===== src/hw/rtl/fira_pkg.sv =====
package fira_pkg;

	localparam int unsigned ID_W = 6;
	localparam int unsigned POOL_SIZE_DEF = 64;

	typedef enum logic {
		CMD_ALLOC   = 1'b0,
		CMD_RELEASE = 1'b1
	} cmd_t;

	typedef enum logic [1:0] {
		ST_OK       = 2'd0,
		ST_EMPTY    = 2'd1,
		ST_FULL     = 2'd2,
		ST_OCCUPIED = 2'd3
	} status_t;

	typedef struct packed {
		cmd_t            command;
		logic [ID_W-1:0] returned_id;
	} req_t;

	typedef struct packed {
		logic [ID_W-1:0] granted_id;
		status_t         status;
	} rsp_t;

	typedef enum logic [1:0] {
		FS_INIT,
		FS_IDLE,
		FS_READ
	} fsm_state_t;

	typedef struct packed {
		logic sweep_en;
		logic accept;
		logic fetch_load;
	} ctl_cmd_t;

	typedef struct packed {
		logic sweep_last;
		logic out_busy;
		logic alloc_ok;
	} dp_stat_t;

endpackage


===== src/hw/rtl/free_id_ring_allocator_top.sv =====
// A release, or an allocate from an empty pool, is answered in the cycle after its
// transaction. A granted allocate pays for the registered read of the identifier
// memory at the head pointer before it loads the response register, and no request
// is taken meanwhile. Releases go one per cycle unless the response stalls. After
// reset a clearing pass loads slot i with i; no transaction is accepted until it ends.
module free_id_ring_allocator_top
	import fira_pkg::*;
#(
	parameter int unsigned POOL_SIZE = POOL_SIZE_DEF
) (
	input  logic clk,
	input  logic arst_n,
	input  logic req_valid,
	output logic req_ready,
	input  req_t req,
	output logic rsp_valid,
	input  logic rsp_ready,
	output rsp_t rsp
);

	ctl_cmd_t cmd;
	dp_stat_t stat;

	fira_ctrl u_ctrl (
		.clk       (clk),
		.arst_n    (arst_n),
		.req_valid (req_valid),
		.req_ready (req_ready),
		.stat      (stat),
		.cmd       (cmd)
	);

	fira_dp #(
		.POOL_SIZE (POOL_SIZE)
	) u_dp (
		.clk       (clk),
		.arst_n    (arst_n),
		.req       (req),
		.rsp       (rsp),
		.rsp_valid (rsp_valid),
		.rsp_ready (rsp_ready),
		.cmd       (cmd),
		.stat      (stat)
	);

endmodule


===== src/hw/rtl/fira_ctrl.sv =====
module fira_ctrl
	import fira_pkg::*;
(
	input  logic     clk,
	input  logic     arst_n,
	input  logic     req_valid,
	output logic     req_ready,
	input  dp_stat_t stat,
	output ctl_cmd_t cmd
);

	fsm_state_t state_q;
	fsm_state_t state_d;

	always_ff @(posedge clk or negedge arst_n) begin
		if (!arst_n) begin
			state_q <= FS_INIT;
		end else begin
			state_q <= state_d;
		end
	end

	always_comb begin
		state_d = state_q;
		case (state_q)
			FS_INIT: begin
				if (stat.sweep_last) begin
					state_d = FS_IDLE;
				end
			end
			FS_IDLE: begin
				if (req_valid && !stat.out_busy && stat.alloc_ok) begin
					state_d = FS_READ;
				end
			end
			FS_READ: begin
				state_d = FS_IDLE;
			end
			default: begin
				state_d = FS_INIT;
			end
		endcase
	end

	always_comb begin
		req_ready      = 1'b0;
		cmd.sweep_en   = 1'b0;
		cmd.accept     = 1'b0;
		cmd.fetch_load = 1'b0;
		case (state_q)
			FS_INIT: begin
				cmd.sweep_en = 1'b1;
			end
			FS_IDLE: begin
				req_ready  = !stat.out_busy;
				cmd.accept = req_valid && !stat.out_busy;
			end
			FS_READ: begin
				cmd.fetch_load = 1'b1;
			end
			default: begin
				req_ready = 1'b0;
			end
		endcase
	end

endmodule


===== src/hw/rtl/fira_dp.sv =====
module fira_dp
	import fira_pkg::*;
#(
	parameter int unsigned POOL_SIZE = POOL_SIZE_DEF
) (
	input  logic     clk,
	input  logic     arst_n,
	input  req_t     req,
	output rsp_t     rsp,
	output logic     rsp_valid,
	input  logic     rsp_ready,
	input  ctl_cmd_t cmd,
	output dp_stat_t stat
);

	localparam int unsigned PW = (POOL_SIZE > 1) ? $clog2(POOL_SIZE) : 1;
	localparam logic [PW-1:0] LAST = PW'(POOL_SIZE - 1);

	logic [ID_W-1:0] mem [POOL_SIZE];
	logic [ID_W-1:0] rd_q;

	logic [PW-1:0] head_q;
	logic [PW-1:0] tail_q;
	logic [PW-1:0] sweep_q;
	rsp_t          rsp_q;
	logic          rsp_valid_q;

	logic [PW-1:0] head_nxt;
	logic [PW-1:0] tail_nxt;
	logic          is_alloc;
	logic          empty;
	logic          full;
	logic          occupied;
	logic          rel_ok;
	status_t       st;

	assign head_nxt = (head_q == LAST) ? '0 : head_q + 1'b1;
	assign tail_nxt = (tail_q == LAST) ? '0 : tail_q + 1'b1;
	assign is_alloc = (req.command == CMD_ALLOC);
	assign empty    = (head_q == tail_q);
	assign full     = (tail_nxt == head_q);

	// A release is occupied when tail_nxt is in the circular range from head through tail.
	always_comb begin
		if (head_q <= tail_q) begin
			occupied = (tail_nxt >= head_q) && (tail_nxt <= tail_q);
		end else begin
			occupied = (tail_nxt >= head_q) || (tail_nxt <= tail_q);
		end
	end

	always_comb begin
		if (is_alloc) begin
			st = empty ? ST_EMPTY : ST_OK;
		end else if (full) begin
			st = ST_FULL;
		end else if (occupied) begin
			st = ST_OCCUPIED;
		end else begin
			st = ST_OK;
		end
	end

	assign rel_ok = !is_alloc && !full && !occupied;

	always_ff @(posedge clk) begin
		if (cmd.sweep_en) begin
			mem[sweep_q] <= ID_W'(sweep_q);
		end else if (cmd.accept && rel_ok) begin
			mem[tail_nxt] <= req.returned_id;
		end
		rd_q <= mem[head_q];
	end

	always_ff @(posedge clk or negedge arst_n) begin
		if (!arst_n) begin
			head_q      <= '0;
			tail_q      <= LAST;
			sweep_q     <= '0;
			rsp_valid_q <= 1'b0;
		end else begin
			if (cmd.sweep_en) begin
				sweep_q <= (sweep_q == LAST) ? '0 : sweep_q + 1'b1;
			end
			if (cmd.accept && is_alloc && !empty) begin
				head_q <= head_nxt;
			end
			if (cmd.accept && rel_ok) begin
				tail_q <= tail_nxt;
			end
			if ((cmd.accept && !(is_alloc && !empty)) || cmd.fetch_load) begin
				rsp_valid_q <= 1'b1;
			end else if (rsp_ready) begin
				rsp_valid_q <= 1'b0;
			end
		end
	end

	always_ff @(posedge clk) begin
		if (cmd.fetch_load) begin
			rsp_q.granted_id <= rd_q;
			rsp_q.status     <= ST_OK;
		end else if (cmd.accept && !(is_alloc && !empty)) begin
			rsp_q.granted_id <= '0;
			rsp_q.status     <= st;
		end
	end

	assign rsp             = rsp_q;
	assign rsp_valid       = rsp_valid_q;
	assign stat.sweep_last = (sweep_q == LAST);
	assign stat.out_busy   = rsp_valid_q && !rsp_ready;
	assign stat.alloc_ok   = is_alloc && !empty;

endmodule

===== config.mk =====
export PLATFORM = sky130hd
export DESIGN_NAME = free_id_ring_allocator_top
export DESIGN_NICKNAME = d
export VERILOG_FILES = /design/src/hw/rtl/fira_pkg.sv /design/src/hw/rtl/free_id_ring_allocator_top.sv /design/src/hw/rtl/fira_ctrl.sv /design/src/hw/rtl/fira_dp.sv
export SDC_FILE = /design/constraint.sdc
export NUM_CORES = 1
export LEC_CHECK = 0
export BUFFER_PORTS_ARGS = -buffer_cell sky130_fd_sc_hd__buf_2
export CAP_MARGIN = 20
export CORE_MARGIN = 2
export CORE_UTILIZATION = 31
export DETAILED_ROUTE_END_ITERATION = 8
export GPL_ROUTABILITY_DRIVEN = 0
export PLACE_DENSITY = 0.45
export SKIP_CTS_REPAIR_TIMING = 1
export SYNTH_ARGS = -nofsm -noshare
export SYNTH_HDL_FRONTEND = slang
export SYNTH_HIERARCHICAL = 1
export SYNTH_SLANG_ARGS = --single-unit

===== constraint.sdc =====
create_clock -name clk -period 3.7 [get_ports clk]
set_clock_uncertainty 0.2 [all_clocks]
set_input_delay 0.37 -clock clk [delete_from_list [all_inputs] [get_ports clk]]
set_output_delay 0.37 -clock clk [all_outputs]
set_load 0.005 [all_outputs]

==> results.json <==
{
  "crit_path_end_kind": "register",
  "max_freq_ghz": 0.282,
  "setup_violations": 0,
  "grt_pass1_vias": 9799,
  "die_x_um": 242,
  "placed_area_um2": 19500,
  "critPathArrivalTime_ns": 3.58,
  "clk-insertion-delay-late_ns": 0.57,
  "cts_tree": "yes",
  "synthAdderAreaFrac": 0.00999,
  "wl_met2_mm": 21.9,
  "clock-sinks": 419,
  "wl_mm": 47.0,
  "gr-total-overflow": 0,
  "fin_crit_sh": 0.958,
  "grt.total_usage": 0.161,
  "critPathKind": "register to register",
  "clk_pin_slew_worst_paths_ns": 0.06,
  "ff2ff_setup_slack_ns": 0.16,
  "synth_top_family_by_area": "multiplexers",
  "ys_async_sr_fraction": 0.0501,
  "synth_compound_area_frac": 0.0444,
  "slew_headroom": 0.307,
  "hold_viol": 0,
  "pre_cts_slack_ns": -0.134,
  "startpoint_type": "register",
  "yosysUniqueCellTypes": 60,
  "fin_cells": 1894,
  "cp.required_ns": 3.74,
  "final-max-slew-violation-count": 0,
  "start_util": 0.312,
  "crit_chain": "buf_4, and3_4, nor2_1, o21ai_1, o31ai_2, ha_1, o211ai_1, a2bb2oi_2, buf_4, o221ai_2, a21oi_2, buf_12, mux2_8",
  "rr_worst_depth": 13,
  "slowest_delay_ns": 0.58,
  "wl_met1_mm": 21.5,
  "syn_inst": 938,
  "dpl.cell_count": 1803,
  "ys.flop_type": "edfxtp_1",
  "grt_pass1_wl_mm": 69.3,
  "synth_warnings": 6,
  "root_buffer": "clkbuf_16",
  "comb_power_share": 0.325,
  "muxShareOfSynthArea": 0.170,
  "critPathMaxFanout": 64,
  "dr.pass1.iters": 7,
  "r2r-end": "u_dp/mem[19][0]",
  "antenna_found_initial": 2,
  "die_y_um": 242,
  "htree_levels": 2,
  "wl_per_cell_um": 24.8,
  "syn_area_per_cell_um2": 18.7,
  "p_int_mw": 11.2,
  "rsz0062_at_grt": "true",
  "hold_path.class": "input port to register",
  "hold_end": "u_dp/rsp[1]",
  "worst_path_most_repeated_cell": "buf_4",
  "synth_fp_nets": 963,
  "tightest_slew_ns": 1.04,
  "area_growth_pct": 22.2,
  "final_area_um2": 21400,
  "layout-drive-gt1-share": 0.371,
  "grt_start_max_net_pins": 99,
  "synth-seq-cells": 419,
  "cts.path.max_buffers": 3,
  "io_buffers": 20,
  "diodes": 0,
  "min_path_cells": 3,
  "peakVddDrop_uv": 360,
  "cts_made_buffers": 46,
  "seq_area_frac_synth": 0.708,
  "hpwl_mm": 30.6,
  "clkPwrFrac": 0.281,
  "drt_iter0_drc": 868,
  "synth_xor_area_frac": 0.00707,
  "drtAntennaViolNets": 0,
  "top_layer": "met4",
  "switchingPower_mw": 5.36,
  "ios": 21,
  "period_needed_ns": 3.54,
  "outcome": "finished, final reports clean",
  "setup_ws_ns": 0.157,
  "vias": 9616,
  "pwr-share-seq": 0.394,
  "slowest_stage": "dfstp_2",
  "rows": 87,
  "holdCritStartpoint": "req[6]",
  "viasPerCell": 5.08,
  "nets": 1127,
  "maxCapViolCount": 0,
  "p_leak_nw": 6.95,
  "final_util": 0.381,
  "dieArea_um2": 58500,
  "remaining_drc_errors": 0,
  "synth_area_um2": 17500,
  "wl_met3_mm": 2.28,
  "p_per_area_nw_per_um2": 774,
  "synth-simple-area-share": 0.0449,
  "synth_edf_count": 390,
  "r2r_start": "u_dp/tail_q[0]",
  "p_sw_frac": 0.323,
  "design.core.area_um2": 56200
}
[cells by family (layout without fill, tap and decap cells)]
logic type,Yosys count,count (layout)
adder cells (fa/ha/maj),14,14
buffers and inverters,62,261
AND/OR/NAND/NOR,164,164
multiplexers,139,140
XOR/XNOR,11,11
flip-flops,419,419
AO/OA/AOI/OAI,129,129
[worst max path at each step]
stage	from	end	cells past startpoint
after global placement	u_dp/tail_q[0]	u_dp/mem[59][1]	13
final	u_dp/tail_q[0]	u_dp/mem[19][0]	13
after detailed placement	u_dp/tail_q[0]	u_dp/mem[20][1]	12
after CTS	u_dp/tail_q[0]	u_dp/mem[20][1]	12
after global routing	u_dp/tail_q[0]	u_dp/mem[19][0]	13
after floorplan	u_dp/tail_q[0]	u_dp/mem[12][0]	14
[state kept, by name, summed over array words and instances, names as in the netlist]
name            flops
u_dp/rsp            8
u_dp/mem          384
u_dp/tail_q         6
u_dp/rsp_valid      1
u_dp/sweep_q        6
u_dp/rd_q           6
u_ctrl/state_q      2
u_dp/head_q         6
[placed cells by master (no fill, tap or decap), drive strengths merged, types with 3 or more instances in the layout]
| cell type | Yosys | final |
|---|---|---|
| o22ai | 13 | 13 |
| nand4 | 5 | 5 |
| o21ai | 63 | 63 |
| nor2b | 6 | 6 |
| nor2 | 27 | 27 |
| mux4 | 126 | 126 |
| ha | 14 | 14 |
| and3 | 4 | 4 |
| a21oi | 13 | 13 |
| nor3b | 4 | 4 |
| and3b | 3 | 3 |
| xnor2 | 8 | 8 |
| clkinv | 0 | 16 |
| inv | 15 | 16 |
| dfxtp | 8 | 8 |
| nand2b | 6 | 6 |
| o211ai | 9 | 9 |
| clkbuf | 21 | 60 |
| nor3 | 7 | 7 |
| edfxtp | 390 | 390 |
| nand2 | 72 | 72 |
| dfstp | 6 | 6 |
| buf | 26 | 160 |
| nand3 | 10 | 10 |
| dfrtp | 15 | 15 |
| a31oi | 8 | 8 |
| bufinv | 0 | 5 |
| o31ai | 4 | 4 |
| and2 | 9 | 9 |
| mux2 | 12 | 13 |
| or3 | 5 | 5 |
[power groups by stage]
| stage | Combinational, mW | Clock [mW] | Sequential [mW] |
|---|---|---|---|
| after global routing | 5.73 | 4.97 | 6.58 |
| after floorplan | 3.02 | 0 | 6.48 |
| after CTS | 5.26 | 4.79 | 6.52 |
| final | 5.39 | 4.66 | 6.53 |
| after global placement | 5.28 | 0 | 6.61 |
| after detailed placement | 5.26 | 0 | 6.62 |
[worst max-delay path, delay by kind of cell (launching register included)]
family	cells	cell delay (ns)
AOI/OAI and AO/OA	6	0.85
adders and majority gates	1	0.35
buffers and inverters	3	0.43
DFF	1	0.58
muxes	1	0.54
and+or+nand+nor	2	0.23
[layer usage]
metal,GRT usage,vias up
met2,0.250,269
met3,0.0279,66
met1,0.231,5106
met5,0,-
met4,0.0496,0
li1,-,4175
[layout make-up]
type	instances	area, µm²
Clock buffer	60	1300
Clock inverter	24	248
Fill cell	5168	34700
Inverter	15	56.3
Multi-Input combinational cell	458	5150
Sequential cell	419	12400
Tap cell	756	946
Timing Repair Buffer	162	1310
[cell usage after synthesis, drive strengths merged, types with 2 or more instances]
cell,number,area share
o21ai,63,0.018
nand3,10,0.0029
nand2,72,0.015
o211ai,9,0.0039
nand4,5,0.0018
nor3,7,0.0020
nor2,27,0.0058
and3,4,0.0014
ha,14,0.010
xnor2,8,0.0040
and2,9,0.0032
a31oi,8,0.0029
dfstp,6,0.0090
nand2b,6,0.0023
o31ai,4,0.0017
nor3b,4,0.0020
dfrtp,15,0.021
a21oi,13,0.0039
mux4,126,0.16
inv,15,0.0032
nor2b,6,0.0021
nand3b,2,0.00086
and4,2,0.0010
edfxtp,390,0.67
clkbuf,21,0.0045
or3,5,0.0018
o22ai,13,0.0046
buf,26,0.0083
a21o,2,0.00086
and3b,3,0.0015
dfxtp,8,0.0091
mux2,12,0.0077
xnor3,2,0.0026
o2111ai,2,0.0010
[through the flow]
| stage | setup TNS [ns] | hold WS [ns] | power [mW] |
|---|---|---|---|
| after global placement | -6.29 | 0.202 | 11.9 |
| final | 0 | 0.0503 | 16.6 |
| after detailed placement | -8.65 | 0.190 | 11.9 |
| after global routing | -1.76 | 0.0384 | 17.3 |
| after CTS | -13.02 | -0.436 | 16.6 |
| after floorplan | -15.76 | -0.126 | 9.50 |
No activity file was read; power rests on OpenSTA's default activity.
